### config.mk
export PLATFORM = sky130hd
export DESIGN_NAME = rrhc_parser
export DESIGN_NICKNAME = d
export VERILOG_FILES = /design/src/hdl/rrhc_pkg.sv /design/src/hdl/rrhc_parser.sv
export SDC_FILE = /design/constraint.sdc
export NUM_CORES = 1
export LEC_CHECK = 0
export ABC_AREA = 1
export BUFFER_PORTS_ARGS = -buffer_cell sky130_fd_sc_hd__buf_2
export CORE_ASPECT_RATIO = 2
export CORE_UTILIZATION = 50
export CTS_BUF_LIST = sky130_fd_sc_hd__clkbuf_8
export CTS_CLUSTER_DIAMETER = 60
export CTS_CLUSTER_SIZE = 10
export DETAILED_ROUTE_END_ITERATION = 7
export PLACE_DENSITY = 0.73
export SYNTH_ARGS = -nofsm -noshare
export SYNTH_HDL_FRONTEND = slang
export SYNTH_SLANG_ARGS = --single-unit
### constraint.sdc
create_clock -name clk -period 6.9 [get_ports clk]
set_input_delay 0.69 -clock clk [delete_from_list [all_inputs] [get_ports clk]]
set_output_delay 0.69 -clock clk [all_outputs]
set_load 0.01 [all_outputs]
### src/hdl/rrhc_pkg.sv
// Shared types and constants for the RPC reply header checker.
// Used by every module of the block and by its checker; depends on nothing.
`default_nettype none

package rrhc_pkg;

	localparam int DATA_W         = 32;
	localparam int CAP_W          = 14;
	localparam int BL_W           = 14;
	localparam int SKIP_W         = 12;
	localparam int STATUS_W       = 3;
	localparam int MAX_BODY_BYTES = 8192;

	localparam logic [CAP_W-1:0] CAP_RESET = CAP_W'(8192);

	typedef enum logic [STATUS_W-1:0] {
		ST_OK        = 3'd0,
		ST_MULTIFRAG = 3'd1,
		ST_TOOLONG   = 3'd2,
		ST_TRUNC     = 3'd3,
		ST_PROTO     = 3'd4,
		ST_REMOTE    = 3'd5
	} status_t;

	typedef struct packed {
		logic [DATA_W-1:0] reply_word;
		logic              start_of_message;
		logic [DATA_W-1:0] expected_xid;
	} in_item_t;

	typedef struct packed {
		logic              emit;
		status_t           status;
		logic [DATA_W-1:0] result_value;
		logic [DATA_W-1:0] remote_error;
	} parse_res_t;

endpackage

`default_nettype wire

### src/hdl/rrhc_parser.sv
// Reply parser of the RPC reply header checker: phase state machine, body
// byte and skip counters, saved fields and the capacity register. Uses rrhc_pkg.
`default_nettype none

module rrhc_parser (
	input  wire logic                          clk,
	input  wire logic                          arst_n,
	input  wire logic                          cfg_write,
	input  wire logic [rrhc_pkg::CAP_W-1:0]    cfg_capacity,
	input  wire logic                          valid_s1,
	input  wire rrhc_pkg::in_item_t            item_s1,
	input  wire logic                          commit,
	output rrhc_pkg::parse_res_t               res
);

	typedef enum logic [3:0] {
		PH_IDLE, PH_XID, PH_MTYPE, PH_RSTAT, PH_VFLAV,
		PH_VLEN, PH_VSKIP, PH_ASTAT, PH_RESULT, PH_ERR
	} phase_t;

	phase_t                            phase_q, phase_d, next_ph;
	logic [rrhc_pkg::BL_W-1:0]         bytes_q, bytes_d, bytes_m4;
	logic [rrhc_pkg::SKIP_W-1:0]       skip_q, skip_d, skip_dec;
	logic                              mism_q, mism_d;
	logic [rrhc_pkg::DATA_W-1:0]       sres_q, sres_d, sxid_q, sxid_d;
	logic [rrhc_pkg::CAP_W-1:0]        capacity_q;
	logic [rrhc_pkg::DATA_W-1:0]       cap32, len32, word;
	logic [rrhc_pkg::BL_W:0]           total;
	logic [1:0]                        pad;
	logic                              go_next;

	assign word     = item_s1.reply_word;
	assign bytes_m4 = bytes_q - rrhc_pkg::BL_W'(4);
	assign skip_dec = skip_q - rrhc_pkg::SKIP_W'(1);
	assign pad      = 2'(-word[1:0]);
	assign total    = {1'b0, word[rrhc_pkg::BL_W-1:0]} + (rrhc_pkg::BL_W+1)'(pad);
	assign len32    = {1'b0, word[30:0]};
	assign cap32    = (32'(capacity_q) > 32'(rrhc_pkg::MAX_BODY_BYTES)) ?
		32'(rrhc_pkg::MAX_BODY_BYTES) : 32'(capacity_q);

	always_comb begin
		phase_d          = phase_q;
		bytes_d          = bytes_q;
		skip_d           = skip_q;
		mism_d           = mism_q;
		sres_d           = sres_q;
		sxid_d           = sxid_q;
		next_ph          = PH_IDLE;
		go_next          = 1'b0;
		res.emit         = 1'b0;
		res.status       = rrhc_pkg::ST_OK;
		res.result_value = '0;
		res.remote_error = '0;
		if (item_s1.start_of_message) begin
			mism_d = 1'b0;
			sres_d = '0;
			skip_d = '0;
			sxid_d = item_s1.expected_xid;
			if (!word[31]) begin
				res.emit   = 1'b1;
				res.status = rrhc_pkg::ST_MULTIFRAG;
			end else if (len32 > cap32) begin
				res.emit   = 1'b1;
				res.status = rrhc_pkg::ST_TOOLONG;
			end else begin
				bytes_d = word[rrhc_pkg::BL_W-1:0];
				next_ph = PH_XID;
				go_next = 1'b1;
			end
		end else if (phase_q != PH_IDLE) begin
			bytes_d = bytes_m4;
			unique case (phase_q)
				PH_XID: begin
					if (word != sxid_q) mism_d = 1'b1;
					next_ph = PH_MTYPE;
					go_next = 1'b1;
				end
				PH_MTYPE: begin
					if (word != 32'd1) mism_d = 1'b1;
					next_ph = PH_RSTAT;
					go_next = 1'b1;
				end
				PH_RSTAT: begin
					if (mism_q || word != '0) begin
						mism_d     = 1'b1;
						res.emit   = 1'b1;
						res.status = rrhc_pkg::ST_PROTO;
					end else begin
						next_ph = PH_VFLAV;
						go_next = 1'b1;
					end
				end
				PH_VFLAV: begin
					if (word != '0) begin
						res.emit   = 1'b1;
						res.status = rrhc_pkg::ST_PROTO;
					end else begin
						next_ph = PH_VLEN;
						go_next = 1'b1;
					end
				end
				PH_VLEN: begin
					if (word[31:rrhc_pkg::BL_W] != '0 || total > {1'b0, bytes_m4}) begin
						res.emit   = 1'b1;
						res.status = rrhc_pkg::ST_TRUNC;
					end else begin
						skip_d = total[rrhc_pkg::SKIP_W+1:2];
						if (total[rrhc_pkg::SKIP_W+1:2] != '0) begin
							phase_d = PH_VSKIP;
						end else begin
							next_ph = PH_ASTAT;
							go_next = 1'b1;
						end
					end
				end
				PH_VSKIP: begin
					if (skip_q != '0) skip_d = skip_dec;
					if (skip_q != '0 && skip_dec != '0) begin
						phase_d = PH_VSKIP;
					end else begin
						next_ph = PH_ASTAT;
						go_next = 1'b1;
					end
				end
				PH_ASTAT: begin
					if (word != '0) begin
						res.emit   = 1'b1;
						res.status = rrhc_pkg::ST_PROTO;
					end else begin
						next_ph = PH_RESULT;
						go_next = 1'b1;
					end
				end
				PH_RESULT: begin
					sres_d  = word;
					next_ph = PH_ERR;
					go_next = 1'b1;
				end
				PH_ERR: begin
					res.emit = 1'b1;
					if (sres_q[31]) begin
						res.status       = rrhc_pkg::ST_REMOTE;
						res.remote_error = word;
					end else begin
						res.status       = rrhc_pkg::ST_OK;
						res.result_value = sres_q;
					end
				end
				default: begin
					bytes_d = bytes_q;
				end
			endcase
		end
		if (go_next) begin
			phase_d = next_ph;
			if (bytes_d < rrhc_pkg::BL_W'(4)) begin
				res.emit   = 1'b1;
				res.status = rrhc_pkg::ST_TRUNC;
			end
		end
		if (res.emit) begin
			phase_d = PH_IDLE;
		end
		if (!valid_s1) begin
			res.emit = 1'b0;
		end
	end

	always_ff @(posedge clk or negedge arst_n) begin
		if (!arst_n) begin
			phase_q    <= PH_IDLE;
			bytes_q    <= '0;
			skip_q     <= '0;
			mism_q     <= 1'b0;
			sres_q     <= '0;
			sxid_q     <= '0;
			capacity_q <= rrhc_pkg::CAP_RESET;
		end else begin
			if (cfg_write) begin
				capacity_q <= cfg_capacity;
			end
			if (commit) begin
				phase_q <= phase_d;
				bytes_q <= bytes_d;
				skip_q  <= skip_d;
				mism_q  <= mism_d;
				sres_q  <= sres_d;
				sxid_q  <= sxid_d;
			end
		end
	end

endmodule

`default_nettype wire

==> summary.json <==
{
  "power_leakage": {"value": 4.66, "unit": "nW"},
  "power.clock.fraction": {"value": 16.9, "unit": "%"},
  "drc_violation_count_after_routing": {"value": 0},
  "synth-seq-cells": {"value": 109},
  "place_ws": {"value": 2.46, "unit": "ns"},
  "net-switching-power": {"value": 1.07, "unit": "mW"},
  "timing.final.crit_share": {"value": 71.4, "unit": "%"},
  "cts_inserted_buffers": {"value": 9},
  "grt.total_usage": {"value": 34.3, "unit": "%"},
  "synthMostInstantiatedCell": {"value": "sky130_fd_sc_hd__nand2_1"},
  "worst_setup_path_end_kind": {"value": "output port"},
  "rsz0062_at_grt": {"value": "false"},
  "grt_max_degree": {"value": 73},
  "max-slew-margin-rel": {"value": 28.1, "unit": "%"},
  "nNetsFinal": {"value": 1412},
  "place.detailed.instances": {"value": 1484},
  "grt_util_met3": {"value": 4.08, "unit": "%"},
  "routed_wire_length_per_instance": {"value": 18.2, "unit": "um"},
  "critical_path_required": {"value": 6.21, "unit": "ns"},
  "sw_frac_of_total": {"value": 46.5, "unit": "%"},
  "floorplan.initialDensity": {"value": 50.9, "unit": "%"},
  "clock_tree.buffer_depth": {"value": 2},
  "yosys_warnings": {"value": 0},
  "ff_latch_area": {"value": 0.00273, "unit": "mm^2"},
  "grt_pass1_wl": {"value": 43200, "unit": "um"},
  "pwr-share-comb": {"value": 46.2, "unit": "%"},
  "multi_input_area": {"value": 0.00446, "unit": "mm^2"},
  "num_vias": {"value": 8298},
  "report.final.setup_viol": {"value": 0},
  "synth_area_leader_cell": {"value": "sky130_fd_sc_hd__dfrtp_1"},
  "final_layout_size_suffix_gt1_share": {"value": 16.4, "unit": "%"},
  "worstMarginPinSlew": {"value": 1.08, "unit": "ns"},
  "yosys_most_used_dff": {"value": "sky130_fd_sc_hd__dfrtp_1"},
  "cts_resized": {"value": 0},
  "cts_root_buffer": {"value": "sky130_fd_sc_hd__clkbuf_8"},
  "io_buf_count": {"value": 150},
  "die_height": {"value": 181, "unit": "um"},
  "final-instance-count-excl-fill": {"value": 1500},
  "fmaxAchievable": {"value": 203, "unit": "MHz"},
  "power_density": {"value": 255, "unit": "mW/mm^2"},
  "slew_viol_final": {"value": 0},
  "vdd.ir_drop.worst": {"value": 144, "unit": "uV"},
  "first_global_vias": {"value": 8369},
  "chipWidth": {"value": 91.4, "unit": "um"},
  "synth_enable_flop_cells": {"value": 0},
  "layout.filler_cells": {"value": 1597},
  "final_antenna_net_count": {"value": 0},
  "cap_viol_max_count": {"value": 0},
  "syn-mean-instance-area": {"value": 6.79, "unit": "um^2"},
  "antenna_cells": {"value": 0},
  "global_route.peak_usage_layer": {"value": "met2"},
  "use_met1": {"value": 34.0, "unit": "%"},
  "syn-instance-count": {"value": 1177},
  "run_status": {"value": "complete, no violations"},
  "detail_route.vias_per_cell": {"value": 5.53},
  "ios": {"value": 152},
  "area_growth_syn_to_layout": {"value": 12.8, "unit": "%"},
  "synth.top_cell.area_share": {"value": 33.8, "unit": "%"},
  "syn_area": {"value": 0.00799, "unit": "mm^2"},
  "top_cell_types_by_occurrence_after_synthesis": {"value": "326 x sky130_fd_sc_hd__nand2_1, 148 x sky130_fd_sc_hd__inv_1, 108 x sky130_fd_sc_hd__dfrtp_1, 103 x sky130_fd_sc_hd__nand3_1, 90 x sky130_fd_sc_hd__nor2_1"},
  "firstDrtPassIters": {"value": 5},
  "setup.worst_path.start_class": {"value": "flip-flop"},
  "min_path_type": {"value": "in -> async"},
  "timing.final.crit_period": {"value": 4.93, "unit": "ns"},
  "cts.hold.buffers_added": {"value": 0},
  "number_of_distinct_library_cells_after_synthesis": {"value": 47},
  "cts_htree_levels": {"value": 3},
  "seq_area_frac_synth": {"value": 34.2, "unit": "%"},
  "critical_path_peak_fanout": {"value": 11},
  "synth.top_cells.by_area": {"value": "sky130_fd_sc_hd__dfrtp_1 34%, sky130_fd_sc_hd__nand2_1 15%, sky130_fd_sc_hd__inv_1 7.0%"},
  "seqPwrFrac": {"value": 37.0, "unit": "%"},
  "gr-usage-met2": {"value": 63.6, "unit": "%"},
  "setup_slack": {"value": 1.97, "unit": "ns"},
  "hold_violations": {"value": 0},
  "dieArea": {"value": 0.0165, "unit": "mm^2"},
  "grt_antenna_before_repair": {"value": 0},
  "tritoncts": {"value": "done"},
  "setup.worst_path.class": {"value": "reg -> out"},
  "setup_tns": {"value": 0, "unit": "ns"},
  "routed_wl": {"value": 27300, "unit": "um"},
  "total_nets_after_synthesis": {"value": 1295},
  "grt_remaining_overflow": {"value": 0},
  "placement_rows": {"value": 65},
  "synth_async_sr_flop_share": {"value": 100, "unit": "%"},
  "sum_of_net_half_perimeters_after_detailed_placement": {"value": 20700, "unit": "um"},
  "iteration_0_drc_count_of_the_detailed_router": {"value": 526},
  "post-cts-setup-buffers": {"value": 0},
  "place_congestion": {"value": 0.985},
  "max_clock_skew": {"value": 0.0134, "unit": "ns"},
  "critical_path_arrival": {"value": 4.24, "unit": "ns"},
  "cell_internal_pwr": {"value": 1.23, "unit": "mW"},
  "clkSinkCount": {"value": 109},
  "clkTransAtPathRegs": {"value": 0.12, "unit": "ns"},
  "fp.coreArea": {"value": 0.0157, "unit": "mm^2"},
  "worst_skew_pair.late_latency": {"value": 0.40, "unit": "ns"}
}
area by class of cell:
type	count	share of cell area [%]
sequential	109	30.3
multi-input combinational	862	49.5
clock inverter	6	0.500
tap	201	2.79
clock buffer	10	1.53
inverter	156	6.50
timing repair buffer	156	8.86
worst max-delay path, stage by stage (launching register included):
cell	delay (ns)
sky130_fd_sc_hd__dfrtp_1	0.41
sky130_fd_sc_hd__inv_1	0.09
sky130_fd_sc_hd__nand4_1	0.09
sky130_fd_sc_hd__nor4_1	0.19
sky130_fd_sc_hd__a41oi_1	0.14
sky130_fd_sc_hd__inv_1	0.25
sky130_fd_sc_hd__nand2_1	0.10
sky130_fd_sc_hd__ha_1	0.31
sky130_fd_sc_hd__nand2_1	0.05
sky130_fd_sc_hd__inv_1	0.06
sky130_fd_sc_hd__nand3_1	0.09
sky130_fd_sc_hd__nor3_1	0.17
sky130_fd_sc_hd__nand3_1	0.10
sky130_fd_sc_hd__nand2_1	0.31
sky130_fd_sc_hd__nand2_1	0.28
sky130_fd_sc_hd__nand2_1	0.22
sky130_fd_sc_hd__nor2_1	0.06
sky130_fd_sc_hd__nor2_1	0.19
sky130_fd_sc_hd__nor2_1	0.07
sky130_fd_sc_hd__nand2_1	0.13
sky130_fd_sc_hd__nor2_2	0.07
sky130_fd_sc_hd__nand3_4	0.10
sky130_fd_sc_hd__o221ai_1	0.14
sky130_fd_sc_hd__buf_2	0.21
power by group through the flow:
stage | combinational [mW] | sequential (mW) | clock (mW)
2_1_floorplan | 0.772 | 0.817 | 0
3_3_place_gp | 1.04 | 0.858 | 0
3_5_place_dp | 1.05 | 0.860 | 0
4_1_cts | 1.05 | 0.847 | 0.394
5_1_grt | 1.19 | 0.862 | 0.414
6_report | 1.06 | 0.849 | 0.387
routing by layer:
layer	share of wire, %	wire [um]
met2	53	14600
met4	8.0	2190
met3	4.0	1080
met1	35	9430
met5	0	0
placed cells by master (no fill, tap or decap), types with 7 or more instances in the layout:
master                     count
sky130_fd_sc_hd__xnor2_1      13
sky130_fd_sc_hd__o211ai_1      8
sky130_fd_sc_hd__nor4_1       10
sky130_fd_sc_hd__mux2_2        7
sky130_fd_sc_hd__nor3_1       75
sky130_fd_sc_hd__dfrtp_1     108
sky130_fd_sc_hd__clkbuf_8     10
sky130_fd_sc_hd__a21oi_1      23
sky130_fd_sc_hd__nand2_1     326
sky130_fd_sc_hd__o21ai_0      63
sky130_fd_sc_hd__inv_1       149
sky130_fd_sc_hd__nor2_1       89
sky130_fd_sc_hd__buf_4         7
sky130_fd_sc_hd__o21ai_1       9
sky130_fd_sc_hd__nand4_1      24
sky130_fd_sc_hd__ha_1         34
sky130_fd_sc_hd__buf_2       149
sky130_fd_sc_hd__xor2_1       31
sky130_fd_sc_hd__nand3_1     103
sky130_fd_sc_hd__nor2_2       11
per-stage QoR:
step | util, % | instance area, um^2 | total power [mW] | hold slack, ns
finish | 57.4 | 9000 | 2.30 | 0.253
global route | 57.4 | 9000 | 2.46 | 0.293
CTS | 57.4 | 9000 | 2.29 | 0.274
detailed placement | 56.2 | 8820 | 1.91 | 0.474
global placement | 56.2 | 8820 | 1.90 | 0.469
floorplan | - | 7990 | 1.59 | 0.394
path summary, 6_finish.rpt:
kind | startpoint | end | cells past startpoint | slack, ns
max | capacity_q[8] | res[65] | 23 | 1.97
min | arst_n | bytes_q[4] | 1 | 0.25
max reg2reg | capacity_q[8] | phase_q[2] | 24 | 3.15
min reg2reg | sres_q[21] | sres_q[21] | 2 | 0.50
max in group asynchronous | arst_n | sxid_q[2] | 2 | 5.31
min in group clk | item_s1[12] | sxid_q[12] | 3 | 0.47
flip-flops by register name, summed over array words and instances (netlist names):
name and flops:
sxid_q 32, bytes_q 14, skip_q 12, sres_q 32, mism_q 1, phase_q 4
capacity_q 14
kinds of logic (layout without fill, tap and decap cells):
group / Yosys count / in the layout / synth area share [%]
compound gates: 121 / 121 / 8.65
xor+xnor: 44 / 44 / 4.83
fa+ha+maj: 34 / 34 / 5.33
buf+inv: 206 / 328 / 10.0
flops: 109 / 109 / 34.2
mux: 7 / 7 / 0.987
other cells: 1 / 1 / 0.0470
simple gates: 655 / 655 / 36.0
Power figures use the tool's default switching activity.
